--- src/hw/rtl/cpvc_pkg.sv ---
// Types, codes and constants of the polytope vertex containment block.
`timescale 1ns / 1ps
`default_nettype none
package cpvc_pkg;

	localparam int MAX_PLANES_DEF    = 32;
	localparam int MAX_POLYTOPES_DEF = 1024;
	localparam int MAX_VERTICES      = 32;

	localparam int IDX_W   = 10;
	localparam int VN_W    = 5;
	localparam int VNC_W   = 7;
	localparam int PROD_W  = 40;
	localparam int DIST_W  = 48;
	localparam int OFF_SH  = 14;
	localparam int PLANE_W = 80;
	localparam int APB_AW  = 3;

	localparam logic [1:0] REQ_OPEN   = 2'd0;
	localparam logic [1:0] REQ_PLANE  = 2'd1;
	localparam logic [1:0] REQ_VERTEX = 2'd2;

	localparam logic [2:0] ST_OPENED   = 3'd0;
	localparam logic [2:0] ST_MARKED   = 3'd1;
	localparam logic [2:0] ST_MISS     = 3'd2;
	localparam logic [2:0] ST_STORED   = 3'd3;
	localparam logic [2:0] ST_IGNORED  = 3'd4;
	localparam logic [2:0] ST_HIT      = 3'd5;
	localparam logic [2:0] ST_OVERFLOW = 3'd6;

	localparam logic REG_CONTENT_MASK = 1'b0;
	localparam logic REG_SUBMODEL     = 1'b1;

	localparam logic [31:0] FEATURE_FLAG      = 32'h8000_0000;
	localparam logic [31:0] FEATURE_SUB_MASK  = 32'h1FFF_0000;
	localparam int          FEATURE_SUB_SHIFT = 16;

	typedef struct packed {
		logic [1:0]         req_type;
		logic [9:0]         polytope_index;
		logic [31:0]        polytope_contents;
		logic signed [15:0] normal_x;
		logic signed [15:0] normal_y;
		logic signed [15:0] normal_z;
		logic signed [31:0] plane_offset;
		logic signed [23:0] vertex_x;
		logic signed [23:0] vertex_y;
		logic signed [23:0] vertex_z;
		logic [4:0]         vertex_number;
	} cpvc_in_t;

	typedef struct packed {
		logic [2:0]  status;
		logic [4:0]  nearest_plane;
		logic [4:0]  hit_vertex;
		logic [31:0] model_feature;
	} cpvc_out_t;

	typedef enum logic [2:0] {
		S_CLEAR,
		S_IDLE,
		S_DECODE,
		S_MARK,
		S_WALK,
		S_DRAIN,
		S_FIN
	} cpvc_state_t;

	typedef struct packed {
		logic load_item;
		logic mark_rd;
		logic open_exec;
		logic simple_exec;
		logic walk_start;
		logic walk_step;
		logic walk_end;
		logic clr_step;
		logic out_load;
	} cpvc_cmd_t;

	typedef struct packed {
		logic [1:0] req;
		logic       walk_needed;
		logic       walk_last;
		logic       pipe_busy;
		logic       clr_last;
		logic       out_free;
	} cpvc_sts_t;

	function automatic logic [31:0] make_feature(logic [12:0] sub, logic [15:0] poly);
		return FEATURE_FLAG | ((32'(sub) << FEATURE_SUB_SHIFT) & FEATURE_SUB_MASK)
			| 32'(poly);
	endfunction

endpackage
`default_nettype wire

--- src/hw/rtl/cpvc_ctrl.sv ---
// Controller state machine: sequences clearing, open, plane and vertex items.
`timescale 1ns / 1ps
`default_nettype none
module cpvc_ctrl
	import cpvc_pkg::*;
(
	input  wire logic      clk,
	input  wire logic      arst_n,
	input  wire logic      item_valid,
	output logic           item_stall,
	input  wire cpvc_sts_t sts,
	output cpvc_cmd_t      cmd
);

	cpvc_state_t state_q;
	cpvc_state_t state_d;

	always_ff @(posedge clk or negedge arst_n) begin
		if (!arst_n) begin
			state_q <= S_CLEAR;
		end else begin
			state_q <= state_d;
		end
	end

	always_comb begin
		state_d    = state_q;
		cmd        = '0;
		item_stall = 1'b1;
		unique case (state_q)
			S_CLEAR: begin
				cmd.clr_step = 1'b1;
				if (sts.clr_last) begin
					state_d = S_IDLE;
				end
			end
			S_IDLE: begin
				item_stall = 1'b0;
				if (item_valid) begin
					cmd.load_item = 1'b1;
					state_d       = S_DECODE;
				end
			end
			S_DECODE: begin
				unique case (sts.req)
					REQ_OPEN: begin
						cmd.mark_rd = 1'b1;
						state_d     = S_MARK;
					end
					REQ_VERTEX: begin
						if (sts.walk_needed) begin
							cmd.walk_start = 1'b1;
							state_d        = S_WALK;
						end else begin
							cmd.simple_exec = 1'b1;
							state_d         = S_FIN;
						end
					end
					default: begin
						cmd.simple_exec = 1'b1;
						state_d         = S_FIN;
					end
				endcase
			end
			S_MARK: begin
				cmd.open_exec = 1'b1;
				state_d       = S_FIN;
			end
			S_WALK: begin
				cmd.walk_step = 1'b1;
				if (sts.walk_last) begin
					state_d = S_DRAIN;
				end
			end
			S_DRAIN: begin
				// wait for the last plane to leave the distance pipeline
				if (!sts.pipe_busy) begin
					cmd.walk_end = 1'b1;
					state_d      = S_FIN;
				end
			end
			S_FIN: begin
				if (sts.out_free) begin
					cmd.out_load = 1'b1;
					state_d      = S_IDLE;
				end
			end
			default: begin
				state_d = S_IDLE;
			end
		endcase
	end

endmodule
`default_nettype wire

--- config.mk ---
export PLATFORM = sky130hd
export DESIGN_NAME = cpvc_ctrl
export DESIGN_NICKNAME = d
export VERILOG_FILES = /design/src/hw/rtl/cpvc_pkg.sv /design/src/hw/rtl/cpvc_ctrl.sv
export SDC_FILE = /design/constraint.sdc
export NUM_CORES = 1
export LEC_CHECK = 0
export BUFFER_PORTS_ARGS = -buffer_cell sky130_fd_sc_hd__buf_2
export CAP_MARGIN = 15
export CORE_AREA = 2 2 39 41
export DETAILED_ROUTE_END_ITERATION = 16
export DIE_AREA = 0 0 41 43
export HOLD_SLACK_MARGIN = 0.02
export PLACE_DENSITY = 0.48
export SLEW_MARGIN = 40
export SYNTH_ARGS = -nofsm -noshare
export SYNTH_HDL_FRONTEND = slang
export SYNTH_SLANG_ARGS = --single-unit
--- constraint.sdc ---
create_clock -name clk -period 1.2 [get_ports clk]
set_input_delay 0.12 -clock clk [delete_from_list [all_inputs] [get_ports clk]]
set_output_delay 0.12 -clock clk [all_outputs]
set_load 0.005 [all_outputs]
# [Word-level counts from Yosys, hierarchy flattened]
# Cells that the tools add are included.
[op_classes] n_reduce_logical=3 muxes=25 n_eq_ne=12
[op_table] cell="one-hot mux 3 bit (7 select lines)" count=1
[op_table] cell="2-to-1 mux 1 bit" count=15
[op_table] cell="2-to-1 mux 3 bit" count=5
[op_table] cell="!= test 2 bit, second input constant" count=5
[op_table] cell="== test 3 bit, second input constant" count=3
[op_table] cell="== test 3 x 2 -> 1 bit, second input constant" count=2
[op_table] cell="one-hot mux 3 bit (2 select lines)" count=1
[op_table] cell="AND reduction 5 bit" count=1
[op_table] cell="2-to-1 mux 2 bit" count=2
[op_table] cell="== test 3 x 1 -> 1 bit, second input constant" count=1
[op_table] cell="logical NOT 3 bit" count=1
[op_table] cell="== test 2 bit, second input constant" count=1
[op_table] cell="logical NOT 2 bit" count=1
[op_table] cell="one-hot mux 1 bit (2 select lines)" count=1
[word_totals] inputBits=10 register_bits=3 wordCells=41

# [Depth between registers and ports, before layout]
# Gate-level depths: netlist of the first run.
[depth] depth_word=3 depth_mapped=4

# [Worst setup path before layout of the first run]
# OpenSTA, ideal clock, no wires.
[synth_timing] kind="register to register" from="register state_q[1]" to="register state_q[1]" period_less_slack_ns=1.075 setup_ns=0.133 stages_incl_launch_ff=4 n_path_buf=1 slack_ns=0.125 arrival_ns=0.942 cell_sequence="dfrtp_1 -> buf_6 -> nor4_2 -> o32ai_1"
[synth_via] elab_chain_len=3 elab_cells_between_ends=14 classes_between="11 x eq/ne; 1 x mux; 2 x reduce/logical"
[synth_rtl] item="start, declared" line_no="cpvc_ctrl.sv:15" source="cpvc_state_t state_q;"
[synth_rtl] item="start signal, assigned" line_no="cpvc_ctrl.sv:22" source="state_q <= state_d;"
[synth_rtl] item="== test 3 bit (tied with other cells)" line_no="cpvc_ctrl.sv:30" source="unique case (state_q)"
[synth_rtl] item="!= test 2 bit (no line)"
[synth_rtl] item="AND reduction 5 bit (no line)"
# Several ways; a longest one is shown, not always the timed one.
# A chain may end at the register's enable or synchronous reset.

==> results of run 1 <==
timing repair:
item / in CTS / in global routing
endpoints found under the setup margin: 12 / 12
pin swaps: 3 / 8
hold buffers: 1 / 0
hold endpoints to repair: 3 / 0
setup buffers: 7 / 4
resized for setup: 10 / 15
cell usage after synthesis, types with 2 or more instances:
cell type	n	area, µm²
nand2_1	5	18.77
nor2_1	4	15.01
a21oi_1	2	10.01
nor3_1	4	20.02
o21ai_1	2	10.01
nand2b_1	2	12.51
nor2b_1	2	12.51
and3_1	2	12.51
dfrtp_1	3	75.07
worst register-to-register path, delay by kind of cell (launching register included):
kind / cells / cell delay [ns]
flops: 1 / 0.45
simple gates: 1 / 0.23
compound gates: 2 / 0.23
buf+inv: 1 / 0.17
metal layers:
layer / wire, µm / vias up / part of all wire, % / track usage [%]
li1: - / 231 / - / -
met1: 474 / 196 / 43 / 15.91
met2: 575 / 11 / 52 / 17.50
met3: 50 / 0 / 4.5 / 1.571
met4: 0 / 0 / 0 / 8.000
met5: 0 / - / 0 / 0
worst min path at each step:
| stage | start | to | slack (ns) | cells after the start |
|---|---|---|---|---|
| final | sts[0] | state_q[1]$_DFFE_PN0P_ | 0.14 | 2 |
| after global routing | sts[0] | state_q[1]$_DFFE_PN0P_ | 0.12 | 2 |
| after CTS | sts[0] | state_q[1]$_DFFE_PN0P_ | 0.13 | 2 |
| after detailed placement | arst_n | state_q[2]$_DFFE_PN0P_ | -0.08 | 1 |
| after global placement | arst_n | state_q[2]$_DFFE_PN0P_ | -0.08 | 1 |
| after floorplan | arst_n | state_q[0]$_DFFE_PN0P_ | -0.18 | 0 |
metrics by stage:
step	setup WS, ns	total power, mW	cells	utilization (%)
detailed placement	-0.03861	0.9564	80	32.91
global placement	-0.007571	0.9556	80	32.91
global route	-0.1268	1.915	96	49.10
floorplan	0.1249	0.7305	44	-
CTS	-0.08032	1.436	92	41.77
finish	-0.06789	1.770	96	49.10
where the power goes:
group	internal [mW]	switching (mW)	total (mW)
logic	0.778	0.570	1.35
registers	0.165	0.0809	0.246
clock network	0.125	0.0516	0.176
layout make-up:
cell class	count	share of cell area (%)
Tap cell	16	2.947
Timing Repair Buffer	35	34.81
Inverter	1	0.5525
Sequential cell	3	11.42
Clock buffer	4	3.867
Multi-Input combinational cell	37	46.41
logic make-up (layout without fill, tap and decap cells):
kind of cell	count (synthesis)	after routing	synth area share (%)
AND/OR/NAND/NOR	26	26	45.32
buffers and inverters	4	40	8.238
flip-flops	3	3	22.47
multiplexers	1	1	2.996
AO/OA/AOI/OAI	10	10	20.97
==> summary.md, run 1 <==
| Metric | Value |
|---|---|
| Worst stage delay on the critical path | 0.45 ns |
| Total number of nets in the final design | 91 |
| Min-delay worst type | input pin to register |
| Reg2reg start | state_q[2]$_DFFE_PN0P_ |
| DIE WIDTH | 41 µm |
| CTS Buf Count | 3 |
| Setup repair after global routing missed its margin | true |
| CP max FO | 6 |
| Worst Setup Slack, final | -0.06789 ns |
| Core area | 1384 µm² |
| I/O Buffers | 19 |
| DRT Wirelength | 1100 µm |
| Slew HR | 81.18% |
| Fraction of final layout cells sized beyond drive strength 1 | 66.25% |
| Detailed-route via count | 438 |
| Area taken by multi-input logic gates | 315.3 µm² |
| Yosys warnings | 0 |
| Global placement routability congestion | 0.7416 |
| Storage element area | 77.57 µm² |
| R2R setup slack | -0.02 ns |
| Net count of the mapped netlist | 54 |
| Number of flip-flops under the largest register name | 3 |
| Most frequent standard cell in the layout excluding fill and tap cells | buf_2 |
| DP Area | 455.4 µm² |
| Iter 0 DRT Violations | 6 |
| Detail-routed net length per standard cell | 11.46 µm |
| All-Layer GR Usage | 12.08% |
| Critical path launch point type | register |
| Register area share after synthesis | 22.47% |
| Grt ovf | 0 |
| Avg Synthesized Cell Area | 7.593 µm² |
| Power density normalized to cell area | 2605 nW/µm² |
| Outcome | finished, violations left |
| Number of antenna violations at the first check in global routing | 0 |
| Area enclosed by the die boundary | 1763 µm² |
| Ys flop type | dfrtp_1 |
| Setup-violating endpoint count in the final report | 10 |
| Cell count after synthesis | 44 |
| Drt pass-1 iters | 3 |
| Kind of end point of the critical path | output port |
| Violations in the final reports | negative setup slack |
| Worst r2r path cells | 4 |
| Post-DRT Antenna Nets | 0 |
| Minimum period implied by the final worst setup slack | 1.268 ns |
| Starting Density | 24.14% |
| Leakage power summed over all cells | 0.3360 nW |
| Number of different library cells in the post-synthesis netlist | 27 |
| Slowest library cell on the worst path | dfrtp_2 |
| Final clock period utilization by the worst path | 105.7% |
| Count of state elements after synthesis | 3 |
| Critical path buffer and inverter count | 2 |
| Most flops, register | state_q |
| Layout-stage area growth over the synthesis result | 103.4% |
| Total standard cell area after synthesis | 334.1 µm² |
| Clk Latency, worst-skew pair | 0.23 ns |
| Die height | 43 µm |
| Deepest level of the CTS H-tree | 1 |
| Clock-pin slew of the registers on the worst-case setup and hold paths | 0.04 ns |
| Skew final | 0.0008729 ns |
| Hold_ws | 0.1370 ns |
| Kind of cell adding the most delay to the critical path | flip-flops |
| Antenna fix cells | 0 |
| Largest registers | state_q x3 |
| Commonest non-fill, non-tap cells in the layout | buf_2 (19), buf_4 (10), nand2_1 (5), buf_6 (5) |
| Highest ir drop seen on vdd | 1353 µV |
| Clock tree from TritonCTS | built |
| Clock sinks | 3 |
| Number of cells on the critical path | 3 |
| Count of pins over their slew limit | 0 |
| Vias in the first global route | 357 |
| Global-route wire length before repair | 1435 µm |
| Crit path kind | register to output port |
| Crit. Startpoint | state_q[2]$_DFFE_PN0P_ |
| Pin count of the biggest net entering global routing | 11 |
| Req. time, crit path | 1.08 ns |
| CTS Root Cell | clkbuf_4 |
| Fmax | 788.7 MHz |
| CP arrival | 1.15 ns |
| I/O pin count | 20 |
| Cell Chain, Critical Path | buf_4 -> and4bb_1 -> buf_2 |
| Clock Path Buffers | 2 |
| Post-layout instance area | 679.4 µm² |
| Max capacitance violation total | 0 |
| Asr flop ratio synth | 100.0% |
| Number of standard-cell rows in the floorplan | 14 |
| TNS Setup | -0.3503 ns |
| Drt drc | 0 |
| Post-detailed-route via-to-cell ratio | 4.563 |
| Layout fillers | 148 |
| Hold Violations, Final | 0 |
| Post-DP HPWL | 646.5 µm |
| Number of flops mapped to enable cells by yosys | 0 |
| Transition time at the pin with the least slew margin | 0.2803 ns |
| Crit path capture | cmd[2] |
| Terminus of the critical flop-to-flop path | state_q[1]$_DFFE_PN0P_ |
Note: power is estimated with default switching activity, not from simulation.
==> run 2: changes to the inputs <==
--- a/config.mk
+++ b/config.mk
@@ -11,7 +11,7 @@
 export DETAILED_ROUTE_END_ITERATION = 16
 export DIE_AREA = 0 0 41 43
 export HOLD_SLACK_MARGIN = 0.02
-export PLACE_DENSITY = 0.48
+export PLACE_DENSITY = 0.5
 export SLEW_MARGIN = 40
 export SYNTH_ARGS = -nofsm -noshare
 export SYNTH_HDL_FRONTEND = slang
==> constraint.sdc (replaced) <==
create_clock -name clk -period 1.11 [get_ports clk]
set_input_delay 0.111 -clock clk [delete_from_list [all_inputs] [get_ports clk]]
set_output_delay 0.111 -clock clk [all_outputs]
set_load 0.005 [all_outputs]
==> run 2 against run 1 <==
Effect of this change: power is 15% higher; clock skew is essentially flat; worst setup slack got worse by 0.15 ns; the run still ends with negative setup slack left; critical path depth up 1; critical path type unchanged; utilization is 3.3 points higher.
==> summary.md, run 2 (synthesized netlist as in run 1, its figures left out) <==
| Metric | Value |
|---|---|
| Outcome | finished, violations left |
| Violations in the final reports | negative setup slack |
| Clock sinks | 3 |
| Max capacitance violation total | 0 |
| Area taken by multi-input logic gates | 312.8 µm² |
| Crit path kind | register to output port |
| Area enclosed by the die boundary | 1763 µm² |
| Number of cells on the worst hold path | 2 |
| Clock-pin slew of the registers on the worst-case setup and hold paths | 0.04 ns |
| Min-delay worst type | input pin to register |
| Setup-violating endpoint count in the final report | 12 |
| Layout fillers | 130 |
| Placed Instances | 83 |
| Number of antenna violations at the first check in global routing | 0 |
| Skew final | 0.0008314 ns |
| Post-DP HPWL | 668.4 µm |
| Grt ovf | 0 |
| Final clock period utilization by the worst path | 119.3% |
| Start point of the worst min-delay path | sts[0] |
| DIE WIDTH | 41 µm |
| Core area | 1384 µm² |
| Reg2reg start | state_q[1]$_DFFE_PN0P_ |
| CP arrival | 1.21 ns |
| Critical path launch point type | register |
| Fmax | 755.1 MHz |
| CTS Buf Count | 3 |
| Most frequent standard cell in the layout excluding fill and tap cells | buf_2 |
| Number of standard-cell rows in the floorplan | 14 |
| Req. time, crit path | 1.00 ns |
| Part of the power in combinational logic | 75.1% |
| Pin count of the biggest net entering global routing | 9 |
| Vias in the first global route | 383 |
| Switching power of the nets | 0.7661 mW |
| Slew HR | 81.67% |
| Power density normalized to cell area | 2799 nW/µm² |
| Post-detailed-route via-to-cell ratio | 4.753 |
| Fraction of final layout cells sized beyond drive strength 1 | 70.37% |
| Antenna fix cells | 0 |
| Fraction of power consumed by sequential logic | 15.6% |
| Storage element area | 78.83 µm² |
| Power share of the clock group | 9.3% |
| Crit. Startpoint | state_q[1]$_DFFE_PN0P_ |
| Detailed-route via count | 461 |
| Iter 0 DRT Violations | 1 |
| Worst Setup Slack, final | -0.2143 ns |
| Transition time at the pin with the least slew margin | 0.2729 ns |
| Clock tree from TritonCTS | built |
| Total number of nets in the final design | 92 |
| Deepest level of the CTS H-tree | 1 |
| DRT Wirelength | 1053 µm |
| Global placement routability congestion | 0.7503 |
| All-Layer GR Usage | 13.19% |
| Internal Power | 1.262 mW |
| Minimum period implied by the final worst setup slack | 1.324 ns |
| Sw frac | 37.78% |
| Detail-routed net length per standard cell | 10.86 µm |
| Setup WS pre-CTS | -0.1133 ns |
| Number of flip-flops under the largest register name | 3 |
| Post-DRT Antenna Nets | 0 |
| Highest ir drop seen on vdd | 1264 µV |
| Layout-stage area growth over the synthesis result | 116.9% |
| CP max FO | 5 |
| Drt pass-1 iters | 2 |
| Die height | 43 µm |
| Final Instance Count excl. Fillers | 97 |
| TNS Setup | -1.939 ns |
| Largest registers | state_q x3 |
| Kind of end point of the critical path | output port |
| Setup repair after global routing missed its margin | true |
| Commonest non-fill, non-tap cells in the layout | buf_2 (18), buf_6 (8), buf_4 (7) |
| Clk Latency, worst-skew pair | 0.23 ns |
| Starting Density | 24.14% |
| Leakage power summed over all cells | 0.3415 nW |
| Drt drc | 0 |
| I/O pin count | 20 |
| Most flops, register | state_q |
| I/O Buffers | 19 |
| Hold Violations, Final | 0 |
| CTS Root Cell | clkbuf_4 |
| Worst r2r path cells | 5 |
| Global-route wire length before repair | 1545 µm |
| Count of pins over their slew limit | 0 |
| Clock Path Buffers | 2 |
-- run 2: changes by cell type in the layout (fill, tap and decap cells not counted), moves of 2 or more --
cell,previous run,this run
nand2_2,0,2
buf_4,10,7
nand2_1,5,3
buf_12,0,2
buf_6,5,8
-- run 2: worst paths after layout --
kind / endpoint / slack [ns]
worst max-delay path: cmd[0] / -0.21
worst min-delay path: state_q[1]$_DFFE_PN0P_ / 0.14
worst max register to register: state_q[0]$_DFFE_PN0P_ / -0.17
worst min register to register: state_q[0]$_DFFE_PN0P_ / 0.73
max in group asynchronous: state_q[0]$_DFFE_PN0P_ / 0.78
min in group asynchronous: state_q[2]$_DFFE_PN0P_ / 0.21
-- run 2: area by class of cell --
class	count	share of cell area (%)
clock buffer	4	3.627
multi-input combinational	37	43.18
sequential	3	10.88
timing repair buffer	36	39.03
tap	16	2.763
inverter	1	0.5181
-- run 2: worst max-delay path, cell delays in order (launching register included) --
cell and delay [ns]:
dfrtp_2 0.43, nor2b_4 0.22, buf_6 0.11, and3_1 0.13, buf_2 0.10
-- run 2: timing repair --
item,CTS,global route
setup buffers,8,1
endpoints found under the setup margin,12,13
hold buffers,1,0
pin swaps,5,7
gates cloned,0,0
hold endpoints to repair,3,0
gates resized for setup,14,17
-- run 2: metal layers --
| layer | global-route usage, % | up-vias | part of all wire, % |
|---|---|---|---|
| met2 | 17.81 | 15 | 50 |
| met4 | 10.00 | 0 | 1.3 |
| met3 | 3.141 | 2 | 4.7 |
| met5 | 0 | - | 0 |
| li1 | - | 238 | - |
| met1 | 17.21 | 206 | 44 |
-- run 2: per-stage QoR --
| stage | hold slack, ns | area (µm²) | power [mW] | util (%) |
|---|---|---|---|---|
| after detailed placement | -0.09262 | 478.0 | 1.101 | 34.54 |
| after CTS | 0.1128 | 625.6 | 1.731 | 45.21 |
| after global placement | -0.08944 | 478.0 | 1.102 | 34.54 |
| after global routing | 0.1423 | 724.4 | 2.188 | 52.35 |
| after floorplan | -0.1846 | 334.1 | 0.7898 | - |
| final | 0.1375 | 724.4 | 2.028 | 52.35 |
-- run 2: power groups by stage --
stage / registers (mW) / logic (mW) / clock network [mW]
after floorplan: 0.235 / 0.554 / 0
after global routing: 0.328 / 1.66 / 0.203
final: 0.316 / 1.52 / 0.189
after detailed placement: 0.311 / 0.791 / 0
after global placement: 0.315 / 0.787 / 0
after CTS: 0.299 / 1.23 / 0.202
